===== src/csa_pkg.sv =====
package csa_pkg;

	// field widths
	localparam int ACT_W   = 3;
	localparam int YEAR_W  = 14;
	localparam int MONTH_W = 4;
	localparam int DAY_W   = 5;
	localparam int HOUR_W  = 5;
	localparam int MIN_W   = 6;

	typedef logic [ACT_W-1:0]   act_t;
	typedef logic [YEAR_W-1:0]  year_t;
	typedef logic [MONTH_W-1:0] month_t;
	typedef logic [DAY_W-1:0]   day_t;
	typedef logic [HOUR_W-1:0]  hour_t;
	typedef logic [MIN_W-1:0]   min_t;

	// action codes
	localparam act_t ACT_ADD_MIN  = 3'd0;
	localparam act_t ACT_ADD_5MIN = 3'd1;
	localparam act_t ACT_ADD_HOUR = 3'd2;
	localparam act_t ACT_SUB_HOUR = 3'd3;
	localparam act_t ACT_ADD_DAY  = 3'd4;
	localparam act_t ACT_SUB_DAY  = 3'd5;

	localparam year_t  YEAR_MAX  = 14'd9999;
	localparam month_t MON_JAN   = 4'd1;
	localparam month_t MON_FEB   = 4'd2;
	localparam month_t MON_DEC   = 4'd12;
	localparam day_t   DAY_LONG  = 5'd31;
	localparam hour_t  HOUR_MAX  = 5'd23;
	localparam min_t   MIN_MAX   = 6'd59;
	localparam min_t   MIN_STEP5 = 6'd5;

	// year / 100 as (year * 5243) >> 19, exact over the 14-bit range
	localparam int DIV100_MUL   = 5243;
	localparam int MUL_W        = 13;
	localparam int DIV100_SHIFT = 19;
	localparam int PROD_W       = YEAR_W + MUL_W;
	localparam int QUOT_W       = PROD_W - DIV100_SHIFT;
	localparam int CENT_W       = YEAR_W + 1;
	localparam int CENTURY      = 100;

	typedef logic [PROD_W-1:0] prod_t;
	typedef logic [QUOT_W-1:0] quot_t;
	typedef logic [CENT_W-1:0] cent_t;

	typedef struct packed {
		act_t   action;
		year_t  year;
		month_t month;
		day_t   day;
		hour_t  hour;
		min_t   minute;
	} item_t;

	typedef struct packed {
		year_t  year;
		month_t month;
		day_t   day;
		hour_t  hour;
		min_t   minute;
	} stamp_t;

	// check results handed from the check stage to the step stage
	typedef struct packed {
		logic leap;
		logic bad;
		day_t mlen;
	} check_t;

	function automatic day_t month_len(input month_t month, input logic leap);
		day_t len;
		case (month) inside
			4'd1, 4'd3, 4'd5, 4'd7, 4'd8, 4'd10, 4'd12: len = 5'd31;
			4'd4, 4'd6, 4'd9, 4'd11:                    len = 5'd30;
			MON_FEB:                                     len = leap ? 5'd29 : 5'd28;
			default:                                     len = 5'd0;
		endcase
		return len;
	endfunction

endpackage


===== src/csa_check.sv =====
// leap year, month length and range check for one item
module csa_check (
	input  csa_pkg::item_t  item,
	input  csa_pkg::prod_t  prod,   // item.year * DIV100_MUL, registered
	output csa_pkg::check_t chk
);

	csa_pkg::quot_t quot;
	csa_pkg::cent_t cent;
	logic           cent_hit;
	logic           leap;
	csa_pkg::day_t  mlen;

	assign quot     = prod[csa_pkg::DIV100_SHIFT +: csa_pkg::QUOT_W];
	assign cent     = csa_pkg::cent_t'(quot) * csa_pkg::cent_t'(csa_pkg::CENTURY);
	assign cent_hit = (csa_pkg::cent_t'(item.year) == cent);
	assign leap     = ((item.year[1:0] == 2'b00) && !cent_hit) ||
	                  (cent_hit && (quot[1:0] == 2'b00));
	assign mlen     = csa_pkg::month_len(item.month, leap);

	assign chk.leap = leap;
	assign chk.mlen = mlen;
	assign chk.bad  = (item.action > csa_pkg::ACT_SUB_DAY) ||
	                  (item.year > csa_pkg::YEAR_MAX) ||
	                  (item.month < csa_pkg::MON_JAN) ||
	                  (item.month > csa_pkg::MON_DEC) ||
	                  (item.hour > csa_pkg::HOUR_MAX) ||
	                  (item.minute > csa_pkg::MIN_MAX) ||
	                  (item.day == '0) ||
	                  (item.day > mlen);

endmodule


===== src/csa_step.sv =====
// applies the action with minute -> hour -> day -> month -> year carries
module csa_step (
	input  csa_pkg::item_t  item,
	input  csa_pkg::check_t chk,
	output csa_pkg::stamp_t res
);

	logic hr_up, hr_dn, d_up, d_dn;

	always_comb begin
		res.year   = item.year;
		res.month  = item.month;
		res.day    = item.day;
		res.hour   = item.hour;
		res.minute = item.minute;
		hr_up = 1'b0;
		hr_dn = 1'b0;
		d_up  = 1'b0;
		d_dn  = 1'b0;

		if (!chk.bad) begin
			case (item.action)
				csa_pkg::ACT_ADD_MIN: begin
					if (item.minute == csa_pkg::MIN_MAX) begin
						res.minute = '0;
						hr_up      = 1'b1;
					end else begin
						res.minute = item.minute + 1'b1;
					end
				end
				csa_pkg::ACT_ADD_5MIN: begin
					// five single steps wrap at most once
					if (item.minute > csa_pkg::MIN_MAX - csa_pkg::MIN_STEP5) begin
						res.minute = item.minute + csa_pkg::MIN_STEP5 - csa_pkg::MIN_MAX - 1'b1;
						hr_up      = 1'b1;
					end else begin
						res.minute = item.minute + csa_pkg::MIN_STEP5;
					end
				end
				csa_pkg::ACT_ADD_HOUR: hr_up = 1'b1;
				csa_pkg::ACT_SUB_HOUR: hr_dn = 1'b1;
				csa_pkg::ACT_ADD_DAY:  d_up  = 1'b1;
				default:               d_dn  = 1'b1;
			endcase
		end

		if (hr_up) begin
			if (item.hour == csa_pkg::HOUR_MAX) begin
				res.hour = '0;
				d_up     = 1'b1;
			end else begin
				res.hour = item.hour + 1'b1;
			end
		end
		if (hr_dn) begin
			if (item.hour == '0) begin
				res.hour = csa_pkg::HOUR_MAX;
				d_dn     = 1'b1;
			end else begin
				res.hour = item.hour - 1'b1;
			end
		end

		// valid input guarantees day <= mlen, so the carry is an equality
		if (d_up) begin
			if (item.day == chk.mlen) begin
				res.day = csa_pkg::day_t'(1);
				if (item.month == csa_pkg::MON_DEC) begin
					res.month = csa_pkg::MON_JAN;
					res.year  = (item.year == csa_pkg::YEAR_MAX) ? '0 : item.year + 1'b1;
				end else begin
					res.month = item.month + 1'b1;
				end
			end else begin
				res.day = item.day + 1'b1;
			end
		end
		// previous month is December or in the same year: leap of this year holds
		if (d_dn) begin
			if (item.day > csa_pkg::day_t'(1)) begin
				res.day = item.day - 1'b1;
			end else if (item.month == csa_pkg::MON_JAN) begin
				res.month = csa_pkg::MON_DEC;
				res.year  = (item.year == '0) ? csa_pkg::YEAR_MAX : item.year - 1'b1;
				res.day   = csa_pkg::DAY_LONG;
			end else begin
				res.month = item.month - 1'b1;
				res.day   = csa_pkg::month_len(csa_pkg::month_t'(item.month - 1'b1), chk.leap);
			end
		end
	end

endmodule


===== src/calendar_step_adjust_core.sv =====
// Gregorian date/time step adjuster.
// Input stream (s_*): one beat carries an action code and a date and time
// (year, month, day, hour, minute). Actions: add one minute, add five
// minutes, add one hour, subtract one hour, add one day, subtract one day.
// Output stream (m_*): one beat per input beat, in order, with the adjusted
// date and time in m_tdata and the invalid flag in m_tuser. An out-of-range
// action, date or time sets invalid and returns the input fields unchanged.
// Pipeline: three register stages.
//   s1: input beat and year * 5243 product (divide-by-100 reciprocal)
//   s2: leap year, month length, range check
//   s3: carry chain minute -> hour -> day -> month -> year; output register
// A beat passes s1, s2 and s3 in turn, and m_tvalid is the s3 valid bit.
// Throughput is one beat per cycle; every stage takes a new beat whenever it
// is empty or the stage after it moves on.
// When m_tready is low the stages fill up, and s_tready drops once all three
// hold a beat; nothing is dropped or repeated.
// Reset (arst_n low) clears all stage valid bits; payload is not reset.
module calendar_step_adjust_core (
	input  logic        clk,
	input  logic        arst_n,
	input  logic        s_tvalid,
	output logic        s_tready,
	input  logic [39:0] s_tdata,   // action[2:0], in_year[16:3], in_month[20:17],
	                               // in_day[25:21], in_hour[30:26], in_minute[36:31]
	output logic        m_tvalid,
	input  logic        m_tready,
	output logic [39:0] m_tdata,   // out_year[13:0], out_month[17:14], out_day[22:18],
	                               // out_hour[27:23], out_minute[33:28]
	output logic        m_tuser    // invalid
);

	csa_pkg::item_t  in_item;

	logic            vld_s1, vld_s2, vld_s3;
	logic            rdy_s1, rdy_s2, rdy_s3;

	csa_pkg::item_t  item_s1, item_s2;
	csa_pkg::prod_t  prod_s1;
	csa_pkg::check_t chk, chk_s2;
	csa_pkg::stamp_t res, res_s3;
	logic            bad_s3;

	// unpack the input beat
	assign in_item.action = s_tdata[2:0];
	assign in_item.year   = s_tdata[16:3];
	assign in_item.month  = s_tdata[20:17];
	assign in_item.day    = s_tdata[25:21];
	assign in_item.hour   = s_tdata[30:26];
	assign in_item.minute = s_tdata[36:31];

	// a stage takes a beat when it is empty or its beat moves on
	assign rdy_s3   = !vld_s3 || m_tready;
	assign rdy_s2   = !vld_s2 || rdy_s3;
	assign rdy_s1   = !vld_s1 || rdy_s2;
	assign s_tready = rdy_s1;

	// stage 1: capture and multiply by the reciprocal of 100
	always_ff @(posedge clk or negedge arst_n) begin
		if (!arst_n) begin
			vld_s1 <= 1'b0;
		end else if (rdy_s1) begin
			vld_s1 <= s_tvalid;
		end
	end

	always_ff @(posedge clk) begin
		if (rdy_s1 && s_tvalid) begin
			item_s1 <= in_item;
			prod_s1 <= csa_pkg::prod_t'(in_item.year) *
			           csa_pkg::prod_t'(csa_pkg::DIV100_MUL);
		end
	end

	// stage 2: leap year and range check
	csa_check u_check (
		.item (item_s1),
		.prod (prod_s1),
		.chk  (chk)
	);

	always_ff @(posedge clk or negedge arst_n) begin
		if (!arst_n) begin
			vld_s2 <= 1'b0;
		end else if (rdy_s2) begin
			vld_s2 <= vld_s1;
		end
	end

	always_ff @(posedge clk) begin
		if (rdy_s2 && vld_s1) begin
			item_s2 <= item_s1;
			chk_s2  <= chk;
		end
	end

	// stage 3: apply the action, hold the result for the output
	csa_step u_step (
		.item (item_s2),
		.chk  (chk_s2),
		.res  (res)
	);

	always_ff @(posedge clk or negedge arst_n) begin
		if (!arst_n) begin
			vld_s3 <= 1'b0;
		end else if (rdy_s3) begin
			vld_s3 <= vld_s2;
		end
	end

	always_ff @(posedge clk) begin
		if (rdy_s3 && vld_s2) begin
			res_s3 <= res;
			bad_s3 <= chk_s2.bad;
		end
	end

	// pack the output beat
	assign m_tvalid = vld_s3;
	assign m_tdata  = {6'b0, res_s3.minute, res_s3.hour, res_s3.day,
	                   res_s3.month, res_s3.year};
	assign m_tuser  = bad_s3;

endmodule


===== config.mk =====
export PLATFORM = sky130hd
export DESIGN_NAME = calendar_step_adjust_core
export DESIGN_NICKNAME = d
export VERILOG_FILES = /design/src/csa_pkg.sv /design/src/csa_check.sv /design/src/csa_step.sv /design/src/calendar_step_adjust_core.sv
export SDC_FILE = /design/constraint.sdc
export NUM_CORES = 1
export LEC_CHECK = 0
export ABC_AREA = 0
export ABC_CLOCK_PERIOD_IN_PS = 5600
export BUFFER_PORTS_ARGS = -buffer_cell sky130_fd_sc_hd__clkbuf_2
export CAP_MARGIN = 40
export CORE_AREA = 2 2 189 191
export CTS_CLUSTER_DIAMETER = 50
export DETAILED_ROUTE_END_ITERATION = 8
export DIE_AREA = 0 0 191 193
export MAX_ROUTING_LAYER = met4
export SLEW_MARGIN = 0
export SYNTH_ARGS = -nofsm -noshare
export SYNTH_HDL_FRONTEND = slang
export SYNTH_SLANG_ARGS = --single-unit

===== constraint.sdc =====
create_clock -name clk -period 5.6 [get_ports clk]
set_input_delay 0.28 -clock clk [delete_from_list [all_inputs] [get_ports clk]]
set_output_delay 0.28 -clock clk [all_outputs]
set_load 0.01 [all_outputs]

==> summary.txt <==
Worst setup path
  – CP Data Required Time: 5770 ps
  – Max incr delay on CP: 520 ps
  – Critical Path Start Type: input pin
  – FF-to-FF setup slack: 960 ps
  – Crit path capture type: flop
  – Max stage delay cell, worst path: fa_1
  – Max FO, Critical Path: 7
  – Reg2reg path depth: 19
  – Crit path kind: in -> reg
  – CP delay by family, top: adder cells
  – Worst Path Buf+Inv: 4
  – CP arrival: 4870 ps
  – Most used cell, CP: fa_1
  – Reg2Reg Launch Point: prod_s1[21]
  – Crit-path cells: clkbuf_2 > ha_1 > inv_1 > fa_1 > fa_1 > inv_1 > fa_1 > fa_1 > ha_1 > a21oi_1 > o21ai_0 > a2111oi_0 > a2111oi_0 > buf_4 > a21o_1 > a21oi_1 > xnor2_1
  – RR Endpoint: chk_s2[5]

Placement
  – Pre-CTS setup slack: about 440 ps
  – Routability cong.: 0.9046
  – Placed Area: around 11000 um^2
  – DP HPWL: between 15 and 20 mm
  – Input/output buffers: 77

GRT
  – First-pass GRT wire length: ~36 mm
  – GRT Util Overall: between 10% and 20%
  – Pin count of the biggest net entering global routing: 46
  – Grt ovf: 0
  – Vias in the first global route: 7095
  – Initial antenna violation count: 0

Final layout
  – Post-route cell area: 11710 um^2
  – Layout area overhead: 13.98%
  – Nets: 1268
  – Antenna Cells: 0
  – Layout cells sized above 1: 12.48%

Synthesis
  – Main flop type after synthesis: edfxtp_1
  – Yosys reg bits: 125
  – Post-synth EDFFs: 122
  – Seq/Total Area, Yosys: 36.38%
  – Commonest cells in the netlist: 145 x ha_1, 133 x inv_1, 122 x edfxtp_1, 66 x fa_1, 47 x o21ai_0
  – Synth top area cells: edfxtp_1 36%, ha_1 18%, fa_1 13%
  – Synth cell types: 68
  – Yosys top cell area share: 35.65%
  – Cell Area, Synth: 10280 um^2
  – Synth area leader: edfxtp_1
  – Yosys warns: 0
  – Syn_area_per_cell: 10.98 um^2
  – Mapped Cells: 936
  – Most numerous cell in the Yosys netlist: ha_1
  – FFs w/ async S/R, synth: 2.400%

Clocking
  – # hold bufs at CTS: 1
  – CTS root buffer: clkbuf_16
  – CTS Buf Count: 17
  – Clock tree sinks: approximately 130
  – Resize count post-CTS: 0
  – CTS tree: done
  – Clock Tree Buf Depth: 2
  – H-tree depth: 4
  – Reg clk slew, reported paths: 60 ps
  – # Post-CTS Setup Buffers: 0
  – Skew-Pair Late Insertion Delay: ~420 ps

Hold path
  – HP Class: in -> reg
  – Hold path cells: 1
  – Hold_sp: s_tdata[32]
  – Hold path endpoint: item_s1[1]

Timing
  – Period utilization: 84.02%
  – Fmax achieved: 212.5 MHz
  – RSZ-0062 raised after global routing: false
  – PnR worst setup slack: 895.0 ps
  – Min Tclk post-route: approximately 4700 ps
  – Setup TNS Final: 0 ps
  – Worst Hold Slack: 34.51 ps
  – Post-route clock skew: around 7.7 ps
  – Final Hold Fails: 0
  – Final Max Slew Viols: 0
  – Setup violators final: 0
  – Normalized max-slew margin: between 30 and 40%
  – Worst Max-Slew Pin Slew: 893.9 ps

Pwr
  – Leakage: 5.051 nW
  – Worst IR drop on VDD: 0.2424 mV
  – PwrDens: roughly 390 nW/um^2

Floorplan
  – Die area: ~37000 um^2
  – IO Pins: between 80 and 90
  – Core area: 34960 um^2
  – Die width: 191 um
  – Rows: 69
  – Overall die height: 193 um
  – Initial Utilization: 29.39%

Drt
  – Via count: 7106
  – Vias per inst: 4.779
  – DRC viols: 0
  – Initial drt markers: 440
  – Drt pass-1 iters: 5
  – Routed Antenna Nets: 0
  – Final WL: between 20 and 25 mm
  – WL/cell: 14.31 um

Flow run
  – Max Cap Violations: 0

Run status
  – Outcome: complete, no violations
-- how the worst max path moves through the flow --
stage | startpoint | endpoint | slack, ps | depth (start not counted)
finish | s_tdata[12] | prod_s1[25] | 890 | 17
global route | s_tdata[12] | prod_s1[25] | 470 | 17
CTS | s_tdata[12] | prod_s1[25] | 890 | 17
detailed placement | s_tdata[13] | prod_s1[25] | 440 | 19
global placement | s_tdata[13] | prod_s1[25] | 530 | 19
floorplan | s_tdata[11] | prod_s1[25] | 890 | 17
-- cell families (layout without fill, tap and decap cells) --
family / Yosys count / count (layout) / synth area share (%)
xor gates and xnor gates: 43 / 43 / 3.664
buffers and inverters: 161 / 246 / 6.282
DFF: 125 / 125 / 36.38
adders and majority gates: 211 / 211 / 30.51
other: 1 / 6 / 0.03649
AOI/OAI and AO/OA: 167 / 167 / 10.79
and+or+nand+nor: 225 / 225 / 12.05
muxes: 3 / 3 / 0.2922
-- power breakdown --
part / switching [mW] / internal, mW
clock: 0.407 / 0.610
combinational: 1.28 / 1.05
sequential: 0.103 / 1.18
total: 1.79 / 2.84
-- state kept, by name, summed over array words and instances, names as in the netlist --
signal and count:
chk_s2 5, item_s1 37, item_s2 37, m_tdata 34, m_tuser 1, m_tvalid 1, prod_s1 8, vld_s1 1
vld_s2 1
-- layout by cell type, fill, tap and decap left out, types with 4 or more instances in the layout --
cell,instances
or2_2,4
a211oi_1,11
and3_1,11
nand2_1,42
clkinvlp_4,4
or4_1,4
xnor2_1,22
a21o_1,8
clkbuf_2,77
o211ai_1,7
nor2_1,36
a21oi_1,32
nor3_1,27
edfxtp_1,122
conb_1,6
nand3_1,20
o22ai_1,5
and2_1,8
nand2b_1,10
fa_1,66
clkbuf_16,17
o21ai_0,47
nor4_1,9
inv_1,133
nor2b_1,6
nand4_1,16
xor2_1,21
or3_1,9
ha_1,145
clkinv_4,5
o31a_1,4
a31oi_1,13
-- cell type report --
type,count,area (um^2)
fill,3534,23250
multi-input combinational,655,5916
sequential,125,3739
tap,461,576.8
inverter,133,499.2
clock buffer,19,432.9
timing repair buffer,81,430.4
clock inverter,13,120.1
-- worst register-to-register path, delay by kind of cell, from the launching register on --
kind	cells	cell delay, ps
AND/OR/NAND/NOR	4	340
AO/OA/AOI/OAI	9	1790
adder cells (fa/ha/maj)	5	1660
XOR/XNOR	1	150
flip-flops	1	450
-- metrics by stage --
| step | cells | utilization [%] | power (mW) |
|---|---|---|---|
| after global routing | 1487 | 33.50 | 5.104 |
| after floorplan | 941 | - | 3.086 |
| after detailed placement | 1454 | 31.89 | 3.623 |
| after global placement | 1453 | 31.83 | 3.565 |
| final | 1487 | 33.50 | 4.623 |
| after CTS | 1487 | 33.50 | 4.674 |
-- layer usage --
layer | part of all wire [%] | global-route usage [%] | wire (um) | vias up
met5 | 0 | - | 0 | -
met4 | 2.0 | 4.323 | 433 | 0
met3 | 3.3 | 1.792 | 697 | 34
met2 | 49 | 20.67 | 10330 | 155
met1 | 46 | 15.62 | 9822 | 3402
li1 | - | - | - | 3515
Power figures use the tool's default switching activity.
